[src/design/blz_pkg.sv]
`timescale 1ns / 1ps
// Shared types and constants for the backward LZ77 decompressor.
// No dependencies; every other file imports this package.
package blz_pkg;

  localparam int WIN_DEPTH = 8192;
  localparam int WIN_AW    = $clog2(WIN_DEPTH);
  localparam logic [WIN_AW:0]   WIN_DEPTH_X = (WIN_AW+1)'(WIN_DEPTH);
  localparam logic [WIN_AW-1:0] WIN_LAST    = WIN_AW'(WIN_DEPTH - 1);

  localparam int CFG_W = 24;
  localparam logic [CFG_W-1:0] CNT_MAX = 24'hFFFFFF;

  localparam logic [4:0] MIN_MATCH = 5'd3;
  localparam logic [7:0] FLAG_MSB  = 8'h80;

  typedef enum logic [2:0] {
    PH_FLAG  = 3'b001,
    PH_TOKEN = 3'b010,
    PH_PAIR2 = 3'b100
  } phase_t;

  // One token for the back end: a literal or a copy pair.
  typedef struct packed {
    logic       is_copy;
    logic [7:0] lo;      // literal byte, or low distance bits
    logic [7:0] hi;      // pair high byte: length nibble, distance nibble
    logic       done;    // token ends the stream
  } blz_cmd_t;

endpackage

[src/design/blz_cmd_queue.sv]
`timescale 1ns / 1ps
// Two-entry token queue between the parser and the copy engine.
// Depends on blz_pkg.
module blz_cmd_queue import blz_pkg::*; (
  input  logic     clk,
  input  logic     rst_n,
  input  logic     push,
  input  blz_cmd_t push_cmd,
  output logic     full,
  input  logic     pop,
  output logic     head_valid,
  output blz_cmd_t head_cmd
);

  blz_cmd_t   slot_r [2];
  logic       wr_ptr_r, rd_ptr_r;
  logic [1:0] cnt_r;

  assign full       = cnt_r == 2'd2;
  assign head_valid = cnt_r != 2'd0;
  assign head_cmd   = slot_r[rd_ptr_r];

  always_ff @(posedge clk) begin
    if (push) slot_r[wr_ptr_r] <= push_cmd;
  end

  always_ff @(posedge clk) begin
    if (!rst_n) begin
      wr_ptr_r <= 1'b0;
      rd_ptr_r <= 1'b0;
      cnt_r    <= '0;
    end else begin
      if (push) wr_ptr_r <= !wr_ptr_r;
      if (pop)  rd_ptr_r <= !rd_ptr_r;
      cnt_r <= cnt_r + {1'b0, push} - {1'b0, pop};
    end
  end

endmodule

[config.mk]
export PLATFORM = sky130hd
export DESIGN_NAME = blz_cmd_queue
export DESIGN_NICKNAME = d
export VERILOG_FILES = /design/src/design/blz_pkg.sv /design/src/design/blz_cmd_queue.sv
export SDC_FILE = /design/constraint.sdc
export NUM_CORES = 1
export LEC_CHECK = 0
export ABC_CLOCK_PERIOD_IN_PS = 3600
export BUFFER_PORTS_ARGS = -buffer_cell sky130_fd_sc_hd__buf_2
export CORE_AREA = 2 2 76 78
export DETAILED_ROUTE_END_ITERATION = 6
export DIE_AREA = 0 0 78 80
export HOLD_SLACK_MARGIN = 0.06
export PLACE_DENSITY_LB_ADDON = 0.15
export SLEW_MARGIN = 20
export SYNTH_ARGS = -nofsm -noshare
export SYNTH_HDL_FRONTEND = slang
export SYNTH_SLANG_ARGS = --single-unit
[constraint.sdc]
create_clock -name clk -period 3.6 [get_ports clk]
set_input_delay 0.72 -clock clk [delete_from_list [all_inputs] [get_ports clk]]
set_output_delay 0.72 -clock clk [all_outputs]
set_load 0.005 [all_outputs]
# Word level (Yosys, flattened, before mapping)
# Memory sizes are Yosys's and may differ from the RTL's. A register that Yosys moved wholly into a read port is not among the register bits.
# Index checks and enable logic that the tools add are counted.
# Widths: inputs -> output; s select.
[classes]
n_addsub = 2
eq_ne = 1
muxes = 4
n_reduce_logical = 3
[ops]
columns = ["op", "n"]
rows = [
  ["$mux 1", 4],
  ["$add 2x1->2", 1],
  ["$eq 2x2->1 const B", 1],
  ["$logic_not 1->1", 2],
  ["$reduce_bool 2->1", 1],
  ["$sub 2x1->2", 1],
]
[word_totals]
reg_bits = 4
mem_bits_rw = 36
in_bits = 22
out_inout_bits = 20
elab_cells = 14
mem_count = 1
[mem_list]
columns = ["name", "depth", "word_bits", "rd", "rd_ports_with_merged_regs", "write_ports", "line", "rtl"]
rows = [
  ["slot_r", 2, 18, 1, 1, 1, "blz_cmd_queue.sv:15", "blz_cmd_t slot_r [2];"],
]

# Longest topological paths before layout
# Gate-level depths: netlist (run 1).
[logic_depth]
ltp_word = 3
mapped_depth = 6
ltp_nobuf = 6

# Worst setup path before layout (run 1)
# OpenSTA, ideal clock, no wires.
[synth_timing]
path_kind = "input to register"
from = "input push"
to = "memory slot_r[0][0] in the netlist's numbering, enable pin"
setup_time_ns = 0.396
arrival_ns = 1.601
t_required_ns = 3.204
path_slack_ns = 1.603
cell_stages = 1
path_buffers = 0
cell_sequence = "nor2b_1"
[synth_between]
elab_chain_len = 2
[synth_rtl]
columns = ["item", "line", "rtl"]
rows = [
  ["from (decl)", "blz_cmd_queue.sv:7", "input logic push,"],
  ["$mux 1", "blz_cmd_queue.sv:24", "if (push) slot_r[wr_ptr_r] <= push_cmd;"],
  ["$mux 1 (not written as such)", "blz_cmd_queue.sv:24", ""],
  ["to (decl)", "blz_cmd_queue.sv:15", ""],
]
# No other way between the ends.

==> results_dict.tcl, run 1 <==
set metrics [dict create \
    start_util 0.2924 \
    drive_gt1_frac 0.5323 \
    synth-xor-area-share 0.01979 \
    slew_viol_final 0 \
    fin_crit_ps 2524 \
    grt_pass1_vias 799 \
    drt_iter0_markers 33 \
    cp_data_required_time_ps 2880 \
    cts_tree "done" \
    netSwitchingPower_uw 201.9 \
    powerDensity_mw_per_mm2 499.4 \
    maxSlewHeadroom 0.3220 \
    grt_usage 0.08597 \
    yosys_warnings 0 \
    power.internal_uw 760.4 \
    pwr-share-seq 0.590 \
    worst-setup-path-type "register to output port" \
    switching_share 0.2098 \
    synth_area_mm2 0.001580 \
    hold_start "rd_ptr_r" \
    finalSetupTns_ps 0 \
    grt_first_pass_wirelength_mm 3.891 \
    syn_nets 101 \
    layout.cells.most_common "buf_2" \
    finalInstanceArea_mm2 0.001927 \
    synth_top_family_by_area "multiplexers" \
    rows 27 \
    wl_mm 2.504 \
    pwr-share-comb 0.120 \
    via_per_inst 3.985 \
    post_dp_cell_area_mm2 0.001847 \
    antenna_found_initial 0 \
    holdBufCountCts 0 \
    cp_max_fo 18 \
    numCtsBuffers 5 \
    cp-start-kind "register" \
    synth-compound-area-share 0.004751 \
    floorplan.io_pins 42 \
    grt_max_degree 20 \
    diodes 0 \
    cpMaxStageDelayCell "dfxtp_1" \
    cp-end-kind "output port" \
    cts_setup_buffers 0 \
    ir_drop_uv 256.0 \
    fp.dieH_um 80 \
    slowest_delay_ps 960 \
    synth-seq-cells 41 \
    finalPower_uw 962.3 \
    clk_pin_slew_ps 70 \
    r2r_end "slot_r[0][10]" \
    syn_avg_cell_area_um2 20.52 \
    regToRegSetupSlack_ps 2100 \
    post-route-drc-count 0 \
    postSynthCellCount 77 \
    final_cell_mix "buf_2 (41), edfxtp_1 (36), mux2_4 (10), mux2_2 (8)" \
    crit_path_cell_trace "mux2_2, buf_2" \
    timing.rr.start "wr_ptr_r" \
    hold_depth 2 \
    nets 147 \
    fillCellCount 555 \
    worstRegToRegCells 1 \
    whs_ps 596.6 \
    portBuffers 41 \
    yosysUniqueCellTypes 14 \
    hold_viol 0 \
    outcome "finished, final reports clean" \
    max_freq_mhz 396.3 \
    root_buffer "clkbuf_8" \
    fin_skew_ps 5.589 \
    post-route-period-util 0.7010 \
    clk_path_buf_depth 2 \
    dieWidth_um 78 \
    die-area_mm2 0.006240 \
    synthSimpleGateAreaFrac 0.03563 \
    via_count 781 \
    cp_data_arrival_time_ps 1800 \
    setup-violations-final 0 \
    htreeDepth 2 \
    seq_area_frac_synth 0.7474 \
    maxCapViolCount 0 \
    first_pass_iters 2 \
    min_path_type "register to register" \
    clk_latency_ps 290 \
    hold_path_end "rd_ptr_r" \
    area_growth_pct 21.93 \
    cts.sinks 41 \
    postRouteAntennaNets 0 \
    post-dp-hpwl_mm 1.691 \
    cts.repair.resized 0 \
    pwr-share-clk 0.290 \
    core_mm2 0.005405 \
    muxShareOfSynthArea 0.1520 \
    p_leak_nw 0.7558 \
    rsz0062_at_grt "false" \
    synthAdderAreaFrac 0.01584 \
    tightest_slew_ps 1012 \
    routedWlPerCell_um 12.78 \
    overflow 0 \
    routabilityCongestion 0.5874 \
]
worst max-delay path, delay by kind of cell (launching register included):
family,cells,cell delay (ps)
flip-flops,1,960
multiplexers,1,420
buffers and inverters,1,130
per-stage QoR:
stage | setup slack, ps | util | instances
after CTS | 1001 | 0.3565 | 196
after global placement | 1320 | 0.3417 | 188
after global routing | 960.0 | 0.3565 | 196
final | 1076 | 0.3565 | 196
after detailed placement | 1310 | 0.3417 | 188
after floorplan | 1603 | - | 77
how the worst max path moves through the flow:
| stage | to | slack [ps] |
|---|---|---|
| after global placement | head_cmd[2] | 1320 |
| after CTS | head_cmd[2] | 1000 |
| after floorplan | slot_r[0][0] | 1600 |
| final | head_cmd[1] | 1080 |
| after global routing | head_cmd[2] | 960 |
| after detailed placement | head_cmd[2] | 1310 |
cells by family (layout without fill, tap and decap cells):
family / after synthesis / in the layout
flip-flops: 41 / 41
adder cells (fa/ha/maj): 2 / 2
AO/OA/AOI/OAI: 1 / 1
AND/OR/NAND/NOR: 9 / 9
buffers and inverters: 4 / 51
XOR/XNOR: 2 / 2
multiplexers: 18 / 18
layer usage:
| metal | routed length [um] | vias up | global-route usage |
|---|---|---|---|
| met5 | 0 | - | 0 |
| li1 | - | 379 | - |
| met4 | 19 | 0 | 0.02632 |
| met3 | 216 | 4 | 0.04412 |
| met2 | 1227 | 34 | 0.1448 |
| met1 | 1041 | 364 | 0.09479 |
cells in the mapped netlist (all sizes together):
cell type / n / area share
edfxtp: 36 / 0.68
mux2: 18 / 0.15
dfxtp: 5 / 0.063
and2: 4 / 0.016
nor2b: 4 / 0.016
buf: 2 / 0.020
ha: 2 / 0.016
inv: 2 / 0.0048
o21a: 1 / 0.0048
or2: 1 / 0.0040
xnor3: 1 / 0.014
xor2: 1 / 0.0055
registers in the layout, indices dropped and copies added (netlist names), named ones only:
| name | flops |
|---|---|
| slot_r | 36 |
| cnt_r | 2 |
| rd_ptr_r | 1 |
| wr_ptr_r | 1 |
layout make-up:
cell class | count | area [um^2] | area share
Clock buffer | 8 | 80.08 | 0.04156
Inverter | 2 | 7.507 | 0.003896
Multi-Input combinational cell | 32 | 362.8 | 0.1883
Sequential cell | 41 | 1181 | 0.6130
Tap cell | 72 | 90.09 | 0.04675
Timing Repair Buffer | 41 | 205.2 | 0.1065
power by group through the flow:
stage / logic, mW / registers, mW / clock network [mW]
final: 0.116 / 0.567 / 0.279
after global routing: 0.130 / 0.571 / 0.308
after CTS: 0.120 / 0.569 / 0.288
after detailed placement: 0.119 / 0.579 / 0
after global placement: 0.118 / 0.578 / 0
after floorplan: 0.0841 / 0.567 / 0
No activity file was read; power rests on OpenSTA's default activity.
==> run 2: changes to the inputs <==
--- a/config.mk
+++ b/config.mk
@@ -5,7 +5,8 @@
 export SDC_FILE = /design/constraint.sdc
 export NUM_CORES = 1
 export LEC_CHECK = 0
-export ABC_CLOCK_PERIOD_IN_PS = 3600
+export ABC_AREA = 1
+export ABC_CLOCK_PERIOD_IN_PS = 2330
 export BUFFER_PORTS_ARGS = -buffer_cell sky130_fd_sc_hd__buf_2
 export CORE_AREA = 2 2 76 78
 export DETAILED_ROUTE_END_ITERATION = 6
==> constraint.sdc (replaced) <==
create_clock -name clk -period 2.33 [get_ports clk]
set_input_delay 0.466 -clock clk [delete_from_list [all_inputs] [get_ports clk]]
set_output_delay 0.466 -clock clk [all_outputs]
set_load 0.005 [all_outputs]
==> run 2 against run 1 <==
  * Combinational power is 46% higher
  * Global-route usage increased by 0.91 points
  * Synthesized area is 0.16% lower
  * Power rose by 51%
  * Critical path type unchanged
  * Largest cell class unchanged
==> results_dict.tcl, run 2 <==
set metrics [dict create \
    tightest_slew_ps 462.0 \
    pwr-share-clk 0.293 \
    timing.rr.start "wr_ptr_r" \
    diodes 0 \
    clk_latency_ps 280 \
    netSwitchingPower_uw 311.8 \
    regToRegSetupSlack_ps 1020 \
    routabilityCongestion 0.6323 \
    clk_path_buf_depth 2 \
    cts_tree "done" \
    hold_start "push_cmd[15]" \
    powerDensity_mw_per_mm2 745.4 \
    placedCellCount 204 \
    overflow 0 \
    hold_path_end "slot_r[0][15]" \
    grt_first_pass_wirelength_mm 4.353 \
    yosysTopAreaCellShare 0.6852 \
    htreeDepth 2 \
    die-area_mm2 0.006240 \
    setup-violations-final 0 \
    largest_reg_flops 36 \
    seq_area_frac_synth 0.7486 \
    muxShareOfSynthArea 0.1523 \
    antenna_found_initial 0 \
    fin_skew_ps 5.369 \
    clk_pin_slew_ps 70 \
    layout.cells.most_common "buf_2" \
    fin_crit_ps 2036 \
    start_util 0.2919 \
    synth-seq-cells 41 \
    cts_setup_buffers 0 \
    first_pass_iters 4 \
    ir_drop_uv 293.2 \
    fp.dieH_um 80 \
    core_mm2 0.005405 \
    maxCapViolCount 0 \
    pwr-share-comb 0.116 \
    syn_nets 113 \
    power.internal_mw 1.146 \
    cts.sinks 41 \
    synth-compound-area-share 0.003172 \
    finalInstanceArea_mm2 0.001956 \
    cts.repair.resized 0 \
    instances_no_fill 212 \
    cp-end-kind "output port" \
    nets 163 \
    area_growth_pct 23.95 \
    synth_top_family_by_area "multiplexers" \
    slew_viol_final 0 \
    via_count 862 \
    post-dp-hpwl_mm 2.088 \
    synth_flop_cell "edfxtp_1" \
    portBuffers 41 \
    worst-setup-path-type "register to output port" \
    cp_max_fo 7 \
    cp-start-kind "register" \
    synthAdderAreaFrac 0.01586 \
    outcome "finished, final reports clean" \
    maxSlewHeadroom 0.6917 \
    wl_mm 2.776 \
    grt_max_degree 13 \
    syn_avg_cell_area_um2 17.73 \
    dieWidth_um 78 \
    max_freq_mhz 491.2 \
    fillCellCount 553 \
    synthArstFlopShare 0 \
    rows 27 \
    worstRegToRegCells 2 \
    postRouteAntennaNets 0 \
    synth-xor-area-share 0 \
    p_leak_nw 0.8077 \
    drt_iter0_markers 26 \
    yosys_warnings 0 \
    hold_depth 1 \
    grt_usage 0.09509 \
    yosys.area.top_type "edfxtp_1" \
    rsz0062_at_grt "false" \
    synth_edf_count 36 \
    yosysUniqueCellTypes 12 \
    holdBufCountCts 0 \
    min_path_type "input port to register" \
    synth_area_leaders "edfxtp_1 (69%), mux2_4 (9.5%), dfxtp_1 (6.3%)" \
    regMostFlops "slot_r" \
    routedWlPerCell_um 13.09 \
    postSynthCellCount 89 \
    post-route-drc-count 0 \
    finalPower_mw 1.458 \
    floorplan.io_pins 42 \
    post-route-period-util 0.8737 \
    synth.most_common_cell "edfxtp_1" \
    drive_gt1_frac 0.5000 \
    grt_pass1_vias 913 \
    synth_area_mm2 0.001578 \
    post_dp_cell_area_mm2 0.001874 \
    root_buffer "clkbuf_8" \
    final_cell_mix "buf_2 (41), edfxtp_1 (36), mux2_4 (10), nand2_1 (9), mux2_2 (8)" \
    finalSetupTns_ps 0 \
    pwr-share-seq 0.591 \
    r2r_end "slot_r[0][12]" \
    reg_top3 "slot_r x36, cnt_r x2" \
    cp_data_required_time_ps 1860 \
    switching_share 0.2139 \
    synth_commonest_cells "edfxtp_1 (36), mux2_4 (10), nand2_1 (9), mux2_2 (8), nor2_1 (8)" \
    via_per_inst 4.066 \
    hold_viol 0 \
    numCtsBuffers 5 \
    cp_data_arrival_time_ps 1570 \
    synthSimpleGateAreaFrac 0.04362 \
]
==> run 2: cell types whose count changed after synthesis, sizes merged, moves of 4 or more <==
cell | previous run | this run
nor2 | 0 | 8
nor2b | 4 | 0
inv | 2 | 7
nand2 | 0 | 9
and2 | 4 | 0
==> run 2: cell families after synthesis <==
logic type | after synthesis
and+or+nand+nor | 18
muxes | 18
DFF | 41
adders and majority gates | 2
AOI/OAI and AO/OA | 1
buffers and inverters | 9
==> run 2: worst max path at each step <==
stage	start	end	slack, ps	cells past startpoint
5_1_grt	register	head_cmd[4]	210	3
3_5_place_dp	register	head_cmd[4]	590	3
3_3_place_gp	register	head_cmd[4]	620	3
4_1_cts	register	head_cmd[4]	270	3
6_report	register	head_cmd[4]	290	3
2_1_floorplan	push	slot_r[0][0]	670	2
==> run 2: critical path, cell delays in order, from the launching register on <==
cell and delay (ps):
dfxtp_1 560, buf_4 250, mux2_2 350, buf_2 130
==> run 2: cell type report <==
type | count | area, um^2 | area share
well taps | 72 | 90.09 | 0.04607
clock buffers | 7 | 76.32 | 0.03903
clock inverters | 1 | 5.005 | 0.002559
flip-flops and latches | 41 | 1181 | 0.6040
repair buffers | 45 | 235.2 | 0.1203
multi-input cells | 39 | 341.6 | 0.1747
inverters | 7 | 26.28 | 0.01344
==> run 2: power groups by stage <==
stage	registers, mW	logic, mW	clock network [mW]
final	0.862	0.169	0.427
after global routing	0.866	0.191	0.473
after global placement	0.876	0.169	0
after CTS	0.862	0.175	0.450
after detailed placement	0.879	0.175	0
after floorplan	0.871	0.105	0
==> run 2: per-layer routing <==
metal / wire (um) / global-route usage / vias up
met5: 0 / 0 / -
met4: 35 / 0.04211 / 0
met3: 150 / 0.03281 / 5
met2: 1476 / 0.1638 / 26
met1: 1113 / 0.1066 / 412
li1: - / - / 419
==> run 2: stage by stage <==
step	setup WS (ps)	util	hold WS, ps
floorplan	666.1	-	463.5
global placement	620.4	0.3468	480.4
detailed placement	591.7	0.3468	495.6
CTS	274.8	0.3618	356.4
global route	209.0	0.3618	350.2
finish	294.2	0.3618	368.2
==> run 3: changes to the inputs <==
--- a/config.mk
+++ b/config.mk
@@ -7,10 +7,10 @@
 export LEC_CHECK = 0
 export ABC_AREA = 1
 export ABC_CLOCK_PERIOD_IN_PS = 2330
-export BUFFER_PORTS_ARGS = -buffer_cell sky130_fd_sc_hd__buf_2
 export CORE_AREA = 2 2 76 78
 export DETAILED_ROUTE_END_ITERATION = 6
 export DIE_AREA = 0 0 78 80
+export DONT_BUFFER_PORTS = 1
 export HOLD_SLACK_MARGIN = 0.06
 export PLACE_DENSITY_LB_ADDON = 0.15
 export SLEW_MARGIN = 20
==> run 3 against run 2 <==
  * Sequential share of layout area grew 6.7 points
  * Setup slack gained 240 ps
  * Count of clock-buffer cells in the layout shrank 1
  * Largest cell class unchanged
==> results_dict.tcl, run 3 (synthesis gave the netlist of run 2 again) <==
set metrics [dict create \
    seq_area_mm2 0.001181 \
    drt_iter0_markers 13 \
    nets 120 \
    finalSetupTns_ps 0 \
    pwr-share-clk 0.356 \
    tightest_slew_ps 742.6 \
    clk_pin_slew_ps 70 \
    reg_top3 "slot_r x36, cnt_r x2" \
    cts_setup_buffers 0 \
    crit_path_cell_trace "buf_4, mux2_2" \
    rows 27 \
    routabilityCongestion 0.6012 \
    worst-setup-path-type "register to output port" \
    multiInputGateArea_um2 341.6 \
    grt_usage 0.08106 \
    cts.sinks 41 \
    floorplan.io_pins 42 \
    fin_crit_ps 1796 \
    final_cell_mix "edfxtp_1 (36), mux2_4 (10), nand2_1 (9), mux2_2 (8)" \
    grt_pass1_vias 724 \
    post-route-period-util 0.7708 \
    netSwitchingPower_uw 299.4 \
    wl_mm 2.443 \
    grt_first_pass_wirelength_mm 3.629 \
    cp_data_arrival_time_ps 1330 \
    first_pass_iters 2 \
    min_path_type "input port to register" \
    numCtsBuffers 5 \
    cts_tree "done" \
    slowest_delay_ps 400 \
    grt_max_degree 19 \
    rsz0062_at_grt "false" \
    fp.dieH_um 80 \
    cp_max_fo 17 \
    start_util 0.2919 \
    outcome "finished, final reports clean" \
    cp-end-kind "output port" \
    post-route-drc-count 0 \
    clk_latency_ps 280 \
    p_leak_nw 0.6455 \
    diodes 0 \
    regMostFlops "slot_r" \
    fin_skew_ps 1.237 \
    antenna_found_initial 0 \
    fillCellCount 543 \
    clk_path_buf_depth 2 \
    overflow 0 \
    setup-violations-final 0 \
    finalPower_mw 1.516 \
    core_mm2 0.005405 \
    cp_data_required_time_ps 1860 \
    htreeDepth 2 \
    postRouteAntennaNets 0 \
    cp-start-kind "register" \
    powerDensity_mw_per_mm2 861.0 \
    portBuffers 0 \
    pwr-share-seq 0.566 \
    max_freq_mhz 556.8 \
    cpMaxStageDelayCell "mux2_2" \
    holdBufCountCts 0 \
    drive_gt1_frac 0.2784 \
    cts.repair.resized 0 \
    maxCapViolCount 0 \
    maxSlewHeadroom 0.5044 \
    hold_viol 0 \
    routedWlPerCell_um 14.46 \
    slew_viol_final 0 \
    power.internal_mw 1.216 \
    regToRegSetupSlack_ps 970 \
    largest_reg_flops 36 \
    via_per_inst 4.225 \
    ir_drop_uv 229.8 \
    root_buffer "clkbuf_8" \
    whs_ps 270.6 \
    pwr-share-comb 0.078 \
    die-area_mm2 0.006240 \
    layout.cells.most_common "edfxtp_1" \
    via_count 714 \
    dieWidth_um 78 \
    area_growth_pct 11.58 \
    post-dp-hpwl_mm 1.721 \
    switching_share 0.1975 \
]
## run 3: cell count changes in the layout (fill, tap and decap cells not counted), sizes merged
cell / previous run / this run
bufinv: 0 / 1
buf: 45 / 2
clkbuf: 7 / 6
## run 3: per-stage QoR
stage | instances | instance area, um^2 | setup slack, ps | util
6_report | 169 | 1760 | 534.1 | 0.3257
5_1_grt | 169 | 1760 | 460.0 | 0.3257
4_1_cts | 169 | 1760 | 506.7 | 0.3257
3_5_place_dp | 161 | 1654 | 821.4 | 0.3060
3_3_place_gp | 161 | 1654 | 839.7 | 0.3060
2_1_floorplan | 89 | 1578 | 666.1 | -
## run 3: power groups by stage
stage | clock, mW | combinational [mW] | sequential (mW)
after floorplan | 0 | 0.105 | 0.871
after global placement | 0 | 0.118 | 0.874
after detailed placement | 0 | 0.123 | 0.875
after CTS | 0.559 | 0.123 | 0.858
after global routing | 0.597 | 0.134 | 0.862
final | 0.540 | 0.118 | 0.858
## run 3: per-layer routing
| metal | track usage | vias to the layer above | part of all wire |
|---|---|---|---|
| met2 | 0.1319 | 27 | 0.51 |
| li1 | - | 330 | - |
| met4 | 0.05789 | 0 | 0.028 |
| met3 | 0.03733 | 8 | 0.086 |
| met1 | 0.08237 | 349 | 0.38 |
| met5 | 0 | - | 0 |
## run 3: worst paths after layout
check | startpoint | endpoint | cells after the start
hold reg to reg | rd_ptr_r | rd_ptr_r | 2
setup / recovery | register | head_cmd[6] | 2
setup reg to reg | wr_ptr_r | slot_r[1][10] | 2
hold / removal | rst_n | cnt_r[0] | 2
## run 3: cell type report
cell class / count / area share
clock buffer: 6 / 0.04122
clock inverter: 2 / 0.01919
timing repair buffer: 2 / 0.008529
inverter: 7 / 0.01493
tap: 72 / 0.05117
sequential: 41 / 0.6709
multi-input combinational: 39 / 0.1940
## run 3: critical path: cells and delay by family (launching register included)
family | cells | cell delay (ps)
buffers and inverters | 1 | 300
flip-flops | 1 | 340
multiplexers | 1 | 400
